[config.mk]
export PLATFORM = sky130hd
export DESIGN_NAME = rgb_to_display_pixel_packer_unit
export DESIGN_NICKNAME = d
export VERILOG_FILES = /design/src/rtl/core/rdpp_pkg.sv /design/src/rtl/core/rdpp_front.sv /design/src/rtl/core/rdpp_queue.sv /design/src/rtl/core/rdpp_back.sv /design/src/rtl/core/rgb_to_display_pixel_packer_unit.sv
export VERILOG_INCLUDE_DIRS = /design/src /design/src/rtl/core
export SDC_FILE = /design/constraint.sdc
export NUM_CORES = 1
export LEC_CHECK = 0
export BUFFER_PORTS_ARGS = -buffer_cell sky130_fd_sc_hd__buf_2
export CAP_MARGIN = 40
export CELL_PAD_IN_SITES_DETAIL_PLACEMENT = 0
export CELL_PAD_IN_SITES_GLOBAL_PLACEMENT = 1
export CORE_MARGIN = 3
export CORE_UTILIZATION = 45
export CTS_CLUSTER_SIZE = 16
export DETAILED_ROUTE_END_ITERATION = 8
export HOLD_SLACK_MARGIN = 0.15
export PLACE_DENSITY_LB_ADDON = 0.08
export SLEW_MARGIN = 20
export SYNTH_ARGS = -nofsm -noshare
export SYNTH_HDL_FRONTEND = slang
export SYNTH_SLANG_ARGS = --single-unit
[constraint.sdc]
create_clock -name clk_i -period 6.9 [get_ports clk_i]
set_input_delay 1.38 -clock clk_i [delete_from_list [all_inputs] [get_ports clk_i]]
set_output_delay 1.38 -clock clk_i [all_outputs]
set_load 0.05 [all_outputs]
[src/rtl/core/rgb_to_display_pixel_packer_unit_assert.svh]
// Assertion macros shared by the pixel packer RTL.
`ifndef RGB_TO_DISPLAY_PIXEL_PACKER_UNIT_ASSERT_SVH
`define RGB_TO_DISPLAY_PIXEL_PACKER_UNIT_ASSERT_SVH

// Condition must hold at every clock edge outside reset.
`define RDPP_ASSERT_ALWAYS(lbl, clk, rst_n, cond, msg) \
  lbl: assert property (@(posedge clk) disable iff (!rst_n) (cond)) else $error(msg);

// Antecedent implies consequent in the same cycle.
`define RDPP_ASSERT_IMPLY(lbl, clk, rst_n, ante, cons, msg) \
  lbl: assert property (@(posedge clk) disable iff (!rst_n) (ante) |-> (cons)) else $error(msg);

// Antecedent implies consequent in the next cycle.
`define RDPP_ASSERT_NEXT(lbl, clk, rst_n, ante, cons, msg) \
  lbl: assert property (@(posedge clk) disable iff (!rst_n) (ante) |=> (cons)) else $error(msg);

`endif

[src/rtl/core/rdpp_pkg.sv]
// Types, codes and helper functions of the RGB to display pixel packer.
`default_nettype none
package rdpp_pkg;

  // Configuration register indexes
  localparam logic [2:0] CFG_RED_MASK   = 3'd0;
  localparam logic [2:0] CFG_GREEN_MASK = 3'd1;
  localparam logic [2:0] CFG_BLUE_MASK  = 3'd2;
  localparam logic [2:0] CFG_PIX_SIZE   = 3'd3;
  localparam logic [2:0] CFG_MSB_FIRST  = 3'd4;
  localparam logic [2:0] CFG_GREY_SRC   = 3'd5;

  // Pixel size modes
  localparam logic [1:0] SIZE_8  = 2'd0;
  localparam logic [1:0] SIZE_16 = 2'd1;
  localparam logic [1:0] SIZE_24 = 2'd2;
  localparam logic [1:0] SIZE_32 = 2'd3;

  localparam logic [31:0] RED_MASK_RST   = 32'h00ff_0000;
  localparam logic [31:0] GREEN_MASK_RST = 32'h0000_ff00;
  localparam logic [31:0] BLUE_MASK_RST  = 32'h0000_00ff;

  typedef enum logic [2:0] {
    OP_DITHER,
    OP_GREY32,
    OP_GREY24,
    OP_GREY16,
    OP_PACK32,
    OP_PACK24,
    OP_PACK16
  } op_e;

  typedef struct packed {
    logic [7:0] red_in;
    logic [7:0] green_in;
    logic [7:0] blue_in;
    logic       row_start;
  } pix_in_t;

  typedef struct packed {
    logic [31:0] pixel_bytes;
    logic [2:0]  byte_count;
  } pix_out_t;

  typedef struct packed {
    op_e        op;
    logic [7:0] red;
    logic [7:0] green;
    logic [7:0] blue;
    logic       row_start;
    logic       msb;
  } q_entry_t;

  typedef struct packed {
    logic [31:0] red_bits;
    logic [31:0] green_bits;
    logic [31:0] blue_bits;
  } cfg_masks_t;

  typedef struct packed {
    logic [2:0] level;
    logic [6:0] err;
  } dith_t;

  // One error diffusion step for one channel.
  function automatic dith_t dither_step(logic [7:0] t, logic [6:0] e);
    logic signed [9:0] d;
    logic signed [9:0] ti;
    logic signed [9:0] sum;
    logic signed [9:0] q;
    logic signed [9:0] nd;
    dith_t res;
    d   = {{3{e[6]}}, e};
    ti  = {2'b00, t};
    sum = ti + d;
    if (sum > 10'sd0 && sum < 10'sd256) begin
      if (d > -10'sd32 && d < 10'sd32) begin
        q = (sum + 10'sd31) & 10'sh1c0;
      end else if (d > 10'sd31) begin
        q = (ti + 10'sd63) & 10'sh1c0;
      end else begin
        q = ti & 10'sh1c0;
      end
    end else if (sum > 10'sd255) begin
      q = 10'sh100;
    end else begin
      q = 10'sd0;
    end
    nd = d + ti - q;
    res.err   = nd[6:0];
    res.level = q[8:6];
    return res;
  endfunction

  // Move an 8-bit channel under its mask: align bit 7 with the top mask bit.
  function automatic logic [31:0] put_field(logic [7:0] v, logic [31:0] mask);
    logic [4:0]  top;
    logic [31:0] wide;
    top = 5'd0;
    for (int i = 0; i < 32; i++) begin
      if (mask[i]) top = 5'(i);
    end
    wide = {24'b0, v};
    if (top >= 5'd7) begin
      wide = wide << (top - 5'd7);
    end else begin
      wide = wide >> (5'd7 - top);
    end
    return wide & mask;
  endfunction

endpackage
`default_nettype wire

[src/rtl/core/rdpp_front.sv]
// Front end: configuration registers and classification of incoming pixels.
`default_nettype none
module rdpp_front (
  input  wire logic               clk_i,
  input  wire logic               rst_ni,
  input  wire logic               cfg_we_i,
  input  wire logic [2:0]         cfg_index_i,
  input  wire logic [31:0]        cfg_data_i,
  input  wire logic               in_valid_i,
  input  wire rdpp_pkg::pix_in_t  in_data_i,
  input  wire logic               q_full_i,
  output logic                    in_stall_o,
  output logic                    push_o,
  output rdpp_pkg::q_entry_t      push_data_o,
  output rdpp_pkg::cfg_masks_t    masks_o
);

  logic [31:0] red_bits_q, green_bits_q, blue_bits_q;
  logic [1:0]  size_q;
  logic        msb_q, grey_q;

  always_ff @(posedge clk_i or negedge rst_ni) begin
    if (!rst_ni) begin
      red_bits_q   <= rdpp_pkg::RED_MASK_RST;
      green_bits_q <= rdpp_pkg::GREEN_MASK_RST;
      blue_bits_q  <= rdpp_pkg::BLUE_MASK_RST;
      size_q       <= rdpp_pkg::SIZE_32;
      msb_q        <= 1'b0;
      grey_q       <= 1'b0;
    end else if (cfg_we_i) begin
      case (cfg_index_i)
        rdpp_pkg::CFG_RED_MASK:   red_bits_q   <= cfg_data_i;
        rdpp_pkg::CFG_GREEN_MASK: green_bits_q <= cfg_data_i;
        rdpp_pkg::CFG_BLUE_MASK:  blue_bits_q  <= cfg_data_i;
        rdpp_pkg::CFG_PIX_SIZE:   size_q       <= cfg_data_i[1:0];
        rdpp_pkg::CFG_MSB_FIRST:  msb_q        <= cfg_data_i[0];
        rdpp_pkg::CFG_GREY_SRC:   grey_q       <= cfg_data_i[0];
        default: ;
      endcase
    end
  end

  assign masks_o.red_bits   = red_bits_q;
  assign masks_o.green_bits = green_bits_q;
  assign masks_o.blue_bits  = blue_bits_q;

  assign in_stall_o = q_full_i;
  assign push_o     = in_valid_i && !q_full_i;

  always_comb begin
    push_data_o.red       = in_data_i.red_in;
    push_data_o.green     = grey_q ? in_data_i.red_in : in_data_i.green_in;
    push_data_o.blue      = grey_q ? in_data_i.red_in : in_data_i.blue_in;
    push_data_o.row_start = in_data_i.row_start;
    push_data_o.msb       = msb_q;
    case (size_q)
      rdpp_pkg::SIZE_8:  push_data_o.op = rdpp_pkg::OP_DITHER;
      rdpp_pkg::SIZE_16: push_data_o.op = grey_q ? rdpp_pkg::OP_GREY16 : rdpp_pkg::OP_PACK16;
      rdpp_pkg::SIZE_24: push_data_o.op = grey_q ? rdpp_pkg::OP_GREY24 : rdpp_pkg::OP_PACK24;
      default:           push_data_o.op = grey_q ? rdpp_pkg::OP_GREY32 : rdpp_pkg::OP_PACK32;
    endcase
  end

endmodule
`default_nettype wire

[src/rtl/core/rdpp_queue.sv]
// Short FIFO of classified pixels between the front and back ends.
`default_nettype none
`include "rgb_to_display_pixel_packer_unit_assert.svh"
module rdpp_queue #(
  parameter int DEPTH = 4
) (
  input  wire logic               clk_i,
  input  wire logic               rst_ni,
  input  wire logic               push_i,
  input  wire rdpp_pkg::q_entry_t push_data_i,
  input  wire logic               pop_i,
  output logic                    full_o,
  output logic                    valid_o,
  output rdpp_pkg::q_entry_t      head_o
);

  localparam int PW = (DEPTH > 1) ? $clog2(DEPTH) : 1;
  localparam int CW = $clog2(DEPTH + 1);

  rdpp_pkg::q_entry_t entries_q [DEPTH];
  logic [PW-1:0] wr_ptr_q, rd_ptr_q;
  logic [CW-1:0] count_q;

  always_ff @(posedge clk_i) begin
    if (push_i) entries_q[wr_ptr_q] <= push_data_i;
  end

  always_ff @(posedge clk_i or negedge rst_ni) begin
    if (!rst_ni) begin
      wr_ptr_q <= '0;
      rd_ptr_q <= '0;
      count_q  <= '0;
    end else begin
      if (push_i) begin
        wr_ptr_q <= (wr_ptr_q == PW'(DEPTH - 1)) ? '0 : wr_ptr_q + 1'b1;
      end
      if (pop_i) begin
        rd_ptr_q <= (rd_ptr_q == PW'(DEPTH - 1)) ? '0 : rd_ptr_q + 1'b1;
      end
      if (push_i && !pop_i) begin
        count_q <= count_q + 1'b1;
      end else if (pop_i && !push_i) begin
        count_q <= count_q - 1'b1;
      end
    end
  end

  assign full_o  = (count_q == CW'(DEPTH));
  assign valid_o = (count_q != '0);
  assign head_o  = entries_q[rd_ptr_q];

  `RDPP_ASSERT_ALWAYS(a_count_bound, clk_i, rst_ni, count_q <= CW'(DEPTH), "queue overfilled")
  `RDPP_ASSERT_NEXT(a_count_up, clk_i, rst_ni, push_i && !pop_i, count_q == $past(count_q) + 1'b1, "queue count lost a push")
  `RDPP_ASSERT_IMPLY(a_empty_ptrs, clk_i, rst_ni, count_q == '0, rd_ptr_q == wr_ptr_q, "empty queue with split pointers")

endmodule
`default_nettype wire

[src/rtl/core/rdpp_back.sv]
// Back end: dither state, field packing and the output register.
`default_nettype none
`include "rgb_to_display_pixel_packer_unit_assert.svh"
module rdpp_back (
  input  wire logic                 clk_i,
  input  wire logic                 rst_ni,
  input  wire logic                 q_valid_i,
  input  wire rdpp_pkg::q_entry_t   head_i,
  input  wire rdpp_pkg::cfg_masks_t masks_i,
  input  wire logic                 out_stall_i,
  output logic                      pop_o,
  output logic                      out_valid_o,
  output rdpp_pkg::pix_out_t        out_data_o
);

  logic [6:0] red_err_q, green_err_q, blue_err_q;
  logic [6:0] red_err_d, green_err_d, blue_err_d;
  logic       out_valid_q;
  rdpp_pkg::pix_out_t out_q, out_d;

  logic [6:0]     red_e, green_e, blue_e;
  rdpp_pkg::dith_t dr, dg, db;
  logic [6:0]     idx;
  logic [31:0]    word;

  assign pop_o = q_valid_i && (!out_valid_q || !out_stall_i);

  always_comb begin
    // row start clears the errors before this pixel uses them
    red_e   = head_i.row_start ? 7'd0 : red_err_q;
    green_e = head_i.row_start ? 7'd0 : green_err_q;
    blue_e  = head_i.row_start ? 7'd0 : blue_err_q;
    dr = rdpp_pkg::dither_step(head_i.red,   red_e);
    dg = rdpp_pkg::dither_step(head_i.green, green_e);
    db = rdpp_pkg::dither_step(head_i.blue,  blue_e);
    idx = ({4'b0, dr.level} * 7'd25) + ({4'b0, dg.level} * 7'd5) + {4'b0, db.level};
    word = rdpp_pkg::put_field(head_i.red,   masks_i.red_bits)
         | rdpp_pkg::put_field(head_i.green, masks_i.green_bits)
         | rdpp_pkg::put_field(head_i.blue,  masks_i.blue_bits);

    red_err_d   = red_e;
    green_err_d = green_e;
    blue_err_d  = blue_e;

    case (head_i.op)
      rdpp_pkg::OP_DITHER: begin
        red_err_d   = dr.err;
        green_err_d = dg.err;
        blue_err_d  = db.err;
        out_d.pixel_bytes = {25'b0, idx};
        out_d.byte_count  = 3'd1;
      end
      rdpp_pkg::OP_GREY32: begin
        out_d.pixel_bytes = head_i.msb ? {head_i.red, head_i.red, head_i.red, 8'b0}
                                       : {8'b0, head_i.red, head_i.red, head_i.red};
        out_d.byte_count  = 3'd4;
      end
      rdpp_pkg::OP_GREY24: begin
        out_d.pixel_bytes = {8'b0, head_i.red, head_i.red, head_i.red};
        out_d.byte_count  = 3'd3;
      end
      rdpp_pkg::OP_GREY16: begin
        // fixed 565 layout, always low byte first
        out_d.pixel_bytes = {16'b0, head_i.red[7:3], head_i.red[7:2], head_i.red[7:3]};
        out_d.byte_count  = 3'd2;
      end
      rdpp_pkg::OP_PACK32: begin
        out_d.pixel_bytes = head_i.msb ? {word[7:0], word[15:8], word[23:16], word[31:24]}
                                       : word;
        out_d.byte_count  = 3'd4;
      end
      rdpp_pkg::OP_PACK24: begin
        out_d.pixel_bytes = head_i.msb ? {8'b0, word[7:0], word[15:8], word[23:16]}
                                       : {8'b0, word[23:0]};
        out_d.byte_count  = 3'd3;
      end
      rdpp_pkg::OP_PACK16: begin
        out_d.pixel_bytes = head_i.msb ? {16'b0, word[7:0], word[15:8]}
                                       : {16'b0, word[15:0]};
        out_d.byte_count  = 3'd2;
      end
      default: begin
        out_d.pixel_bytes = 32'b0;
        out_d.byte_count  = 3'd1;
      end
    endcase
  end

  always_ff @(posedge clk_i or negedge rst_ni) begin
    if (!rst_ni) begin
      red_err_q   <= 7'd0;
      green_err_q <= 7'd0;
      blue_err_q  <= 7'd0;
      out_valid_q <= 1'b0;
    end else begin
      if (pop_o) begin
        red_err_q   <= red_err_d;
        green_err_q <= green_err_d;
        blue_err_q  <= blue_err_d;
        out_valid_q <= 1'b1;
      end else if (!out_stall_i) begin
        out_valid_q <= 1'b0;
      end
    end
  end

  // hold the payload while stalled
  always_ff @(posedge clk_i) begin
    if (pop_o) out_q <= out_d;
  end

  assign out_valid_o = out_valid_q;
  assign out_data_o  = out_q;

  `RDPP_ASSERT_IMPLY(a_count_range, clk_i, rst_ni, out_valid_q, out_q.byte_count != 3'd0 && out_q.byte_count <= 3'd4, "bad byte count")
  `RDPP_ASSERT_NEXT(a_pop_fills, clk_i, rst_ni, pop_o, out_valid_q, "popped transaction not registered")
  `RDPP_ASSERT_ALWAYS(a_err_bound, clk_i, rst_ni, !(red_err_q[6] && !red_err_q[5]) && !(!red_err_q[6] && red_err_q[5] && (red_err_q[4:0] != 5'd0)), "red dither error out of range")

endmodule
`default_nettype wire

[src/rtl/core/rgb_to_display_pixel_packer_unit.sv]
// Top level of the RGB to display pixel packer.
`default_nettype none
// Converts one 8-bit RGB or grey pixel per transaction into display pixel
// bytes (32, 24 or 16 bpp through the field masks, or an 8 bpp palette index
// with per-row error diffusion). Throughput is one pixel per clock while the
// output does not stall; an accepted pixel is written into the FIFO, moves to
// the output register when the back end pops it, then leaves unless stalled.
// The front end classifies pixels into a QUEUE_DEPTH-entry FIFO, so input
// keeps flowing for that many pixels while the output stalls. The dither
// error registers are updated as each pixel leaves the FIFO, which sets the
// one-per-clock figure. Program registers only while the block is idle.
module rgb_to_display_pixel_packer_unit #(
  parameter int QUEUE_DEPTH = 4
) (
  input  wire logic              clk_i,
  input  wire logic              rst_ni,
  input  wire logic              cfg_we_i,
  input  wire logic [2:0]        cfg_index_i,
  input  wire logic [31:0]       cfg_data_i,
  input  wire logic              in_valid_i,
  output logic                   in_stall_o,
  input  wire rdpp_pkg::pix_in_t in_data_i,
  output logic                   out_valid_o,
  input  wire logic              out_stall_i,
  output rdpp_pkg::pix_out_t     out_data_o
);

  logic                 q_full, q_valid, push, pop;
  rdpp_pkg::q_entry_t   push_data, head;
  rdpp_pkg::cfg_masks_t masks;

  rdpp_front u_front (
    .clk_i       (clk_i),
    .rst_ni      (rst_ni),
    .cfg_we_i    (cfg_we_i),
    .cfg_index_i (cfg_index_i),
    .cfg_data_i  (cfg_data_i),
    .in_valid_i  (in_valid_i),
    .in_data_i   (in_data_i),
    .q_full_i    (q_full),
    .in_stall_o  (in_stall_o),
    .push_o      (push),
    .push_data_o (push_data),
    .masks_o     (masks)
  );

  rdpp_queue #(.DEPTH(QUEUE_DEPTH)) u_queue (
    .clk_i       (clk_i),
    .rst_ni      (rst_ni),
    .push_i      (push),
    .push_data_i (push_data),
    .pop_i       (pop),
    .full_o      (q_full),
    .valid_o     (q_valid),
    .head_o      (head)
  );

  rdpp_back u_back (
    .clk_i       (clk_i),
    .rst_ni      (rst_ni),
    .q_valid_i   (q_valid),
    .head_i      (head),
    .masks_i     (masks),
    .out_stall_i (out_stall_i),
    .pop_o       (pop),
    .out_valid_o (out_valid_o),
    .out_data_o  (out_data_o)
  );

endmodule
`default_nettype wire

==> reports/metrics.csv <==
stage,metric,value,unit
critical_path,critPathSlowestCell,fa_2,
grt,antenna_found_initial,1,
synth,yosys.area_share.simple,17.6,%
synth,netlist_area,0.0200,sq mm
sta,worst_pin_slew,0.938,ns
synth,yosysMostFrequentCell,nand2_1,
cells_and_area,fillers,4116,
drt,vias,18621,
sta,finalCritPeriodShare,96.1,%
hold_path,hold_depth,1,
sta,setup_viol_count_final,0,
critical_path,r2r_cells,28,
synth,yosysWarnings,0,
placement,place_inst,2743,
synth,synth_xor_area_share,2.39,%
sta,slew_violations,0,
floorplan,core-area,0.0436,sq mm
clock_network,cts_buffers,31,
sta,fmax,151,MHz
floorplan,die_h,217,um
synth,synth.net_count,2221,
cells_and_area,nets,2333,
clock_network,cts-root-buf,clkbuf_16,
synth,synth_compound_area_share,20.9,%
clock_network,clk_path_buf_depth,3,
floorplan,io_pins,102,
synth,synth.top_cells.by_count,"200 x nand2_1, 159 x o21ai_0, 151 x edfxtp_1",
critical_path,crit_required,7.24,ns
floorplan,die_area,0.0471,sq mm
sta,layout_min_cycle_time,6.63,ns
critical_path,worstSetupPathType,flop to flop,
critical_path,critPathMaxStageDelay,0.57,ns
synth,synth-seq-cells,280,
drt,ant_nets,0,
synth,synth.largest_area_cell,edfxtp_1,
critical_path,cp.arrival,6.97,ns
placement,routabilityCongestion,1.01,
drt,drt_iter0_markers,2148,
synth,synth_cells,2088,
synth,syn_area_per_cell,9.59,sq um
grt,grt-ovfl-total,0,
hold_path,hp-class,flop to flop,
drt,finalWirelength,80.0,mm
cells_and_area,fin_cells,2810,
floorplan,initial_utilization,46.0,%
critical_path,startpoint_type,flop,
synth,synth_adder_area_share,4.55,%
synth,synth_top_family_by_area,compound AO/OA/AOI/OAI gates,
cells_and_area,ff_latch_area,0.00780,sq mm
floorplan,die_w,217,um
synth,synthMuxAreaShare,11.7,%
grt,grt_pass1_wl,119,mm
drt,drc_errors,0,
floorplan,num_rows,76,
synth,yosys.area.top_type_share,22.6,%
cells_and_area,area_growth,13.4,%
synth,synth_edf_count,151,
cells_and_area,multi_input_area,0.0116,sq mm
critical_path,crit_path_end_kind,flop,
placement,port-buffer-count,101,
synth,synth.area.top_cells,"edfxtp_1 23%, dfrtp_1 13%, mux2_2 5.2%",
job,maxCapViolCount,0,
sta,finalClockSkew,0.0213,ns
grt,grt_max_degree,60,
run_status,status,"finished, final reports clean",
clock_network,path_clk_slew,0.07,ns
placement,dp_hpwl,61.6,mm
synth,ys_seq_area_share,38.9,%
clock_network,htree_levels,1,
cells_and_area,drive_above_1_share,20.9,%
sta,maxSlewHeadroom,36.8,%
grt,grt_pass1_vias,17653,
sta,hold_viol,0,
critical_path,cp_common_cell,ha_1,
grt,grt_usage,33.3,%
drt,avgRoutedWirePerCell,28.5,um
drt,drtPass1Iterations,6,
drt,viasPerCell,6.63,
clock_network,insertion_delay,0.59,ns
critical_path,crit_fanout,6,
clock_network,clkSinkCount,280,
synth,yosysUniqueCellTypes,96,
clock_network,cts_tree,done,
synth,async_flop_share,46.1,%
synth,ys_dominant_reg_cell,edfxtp_1,
## worst max-delay path, delay by kind of cell, from the launching register on
| family | cells | cell delay, ns |
|---|---|---|
| AO/OA/AOI/OAI | 13 | 2.53 |
| buffers and inverters | 3 | 0.26 |
| AND/OR/NAND/NOR | 3 | 0.34 |
| XOR/XNOR | 2 | 0.29 |
| multiplexers | 1 | 0.52 |
| flip-flops | 1 | 0.45 |
| adder cells (fa/ha/maj) | 6 | 2.02 |
## metal layers
layer  track usage (%)  wire length [um]  vias up  part of all wire, %
met1              46.6             33600     9315                   42
met2              53.0             36700      881                   46
met3              4.36              6160      161                  7.7
met5                 0                12        -                0.015
met4              12.6              3490        2                  4.4
li1                  -                 -     8262                    -
## kinds of logic (layout without fill, tap and decap cells)
group | count (synthesis) | in the layout
muxes | 175 | 175
and+or+nand+nor | 705 | 705
adders and majority gates | 68 | 68
AOI/OAI and AO/OA | 603 | 603
other | 0 | 1
buffers and inverters | 204 | 340
DFF | 280 | 280
xor gates and xnor gates | 53 | 53
## registers in the layout, summed over array words and instances (netlist names)
signal and flops:
u_front.grey_q 1, u_front.green_bits_q 32, u_queue.rd_ptr_q 2, u_queue.count_q 3, u_front.msb_q 1, u_queue.entries_q 116, u_front.blue_bits_q 32, u_back.out_valid_o 1
u_front.red_bits_q 32, u_back.green_err_q 7, u_queue.wr_ptr_q 2, u_back.blue_err_q 7, u_front.size_q 2, u_back.out_data_o 35, u_back.red_err_q 7
## final timing paths
| check | slack, ns | end | start |
|---|---|---|---|
| min in group asynchronous | 0.73 | u_front.msb_q | rst_ni |
| hold / removal | 0.49 | u_back.blue_err_q[2] | u_back.blue_err_q[2] |
| setup / recovery | 0.27 | u_back.out_data_o[9] | u_queue.rd_ptr_q[0] |
| setup reg to reg | 0.27 | u_back.out_data_o[9] | u_queue.rd_ptr_q[0] |
| max in group asynchronous | 5.02 | u_front.red_bits_q[20] | rst_ni |
| hold reg to reg | 0.49 | u_back.blue_err_q[2] | u_back.blue_err_q[2] |
## final cells by class
type | count | area share, %
Multi-Input combinational cell | 1604 | 50.9
Sequential cell | 280 | 34.3
Timing Repair Buffer | 184 | 5.16
Clock buffer | 38 | 3.75
Tap cell | 585 | 3.22
Inverter | 99 | 1.64
Clock inverter | 19 | 0.975
Antenna cell | 1 | 0.0110
## stage by stage
step	worst slack, ns	util (%)	hold WS (ns)	setup TNS (ns)	instance area [sq um]
after floorplan	0.0346	-	0.456	0	20000
after global placement	0.0980	49.1	0.464	0	21400
after detailed placement	-0.0367	49.2	0.476	-0.0367	21400
after CTS	0.0172	51.7	0.496	0	22500
after global routing	-0.0301	52.1	0.513	-0.0448	22700
final	0.272	52.1	0.493	0	22700
## cell usage in the layout, fill, tap and decap left out, types with 11 or more instances in the layout
cell | synthesis | final
nand2_1 | 200 | 200
o21ai_0 | 159 | 156
edfxtp_1 | 151 | 151
nor2_1 | 134 | 134
buf_2 | 21 | 103
dfrtp_1 | 103 | 101
inv_1 | 93 | 93
mux2_2 | 92 | 92
a21oi_1 | 89 | 84
buf_4 | 2 | 72
nor3_1 | 67 | 63
ha_1 | 60 | 59
nand3_1 | 57 | 56
mux2i_1 | 45 | 45
nor4_1 | 40 | 40
mux4_2 | 38 | 38
and2_1 | 36 | 35
nand4_1 | 32 | 32
xnor2_1 | 32 | 31
clkbuf_16 | 0 | 31
a31oi_1 | 27 | 27
dfstp_2 | 26 | 26
a21o_1 | 25 | 25
a22o_1 | 25 | 25
and3_1 | 23 | 23
nand2b_1 | 23 | 23
o211ai_1 | 19 | 19
a211oi_1 | 21 | 19
xor2_1 | 19 | 19
or3_1 | 18 | 18
or4_1 | 16 | 16
o22ai_1 | 16 | 16
nor2b_1 | 15 | 15
o21bai_1 | 14 | 13
o2111ai_1 | 13 | 13
a22oi_1 | 13 | 13
a2111oi_0 | 13 | 11
## repair_timing
action	CTS	global route
hold buffers	0	0
setup buffers	0	6
gates resized for setup	3	30
endpoints found under the setup margin	2	5
pin swaps	0	12
Power is left out: the tool's default activity adds up to more than one toggle a clock period on the data nets, which glitch-free logic cannot reach.
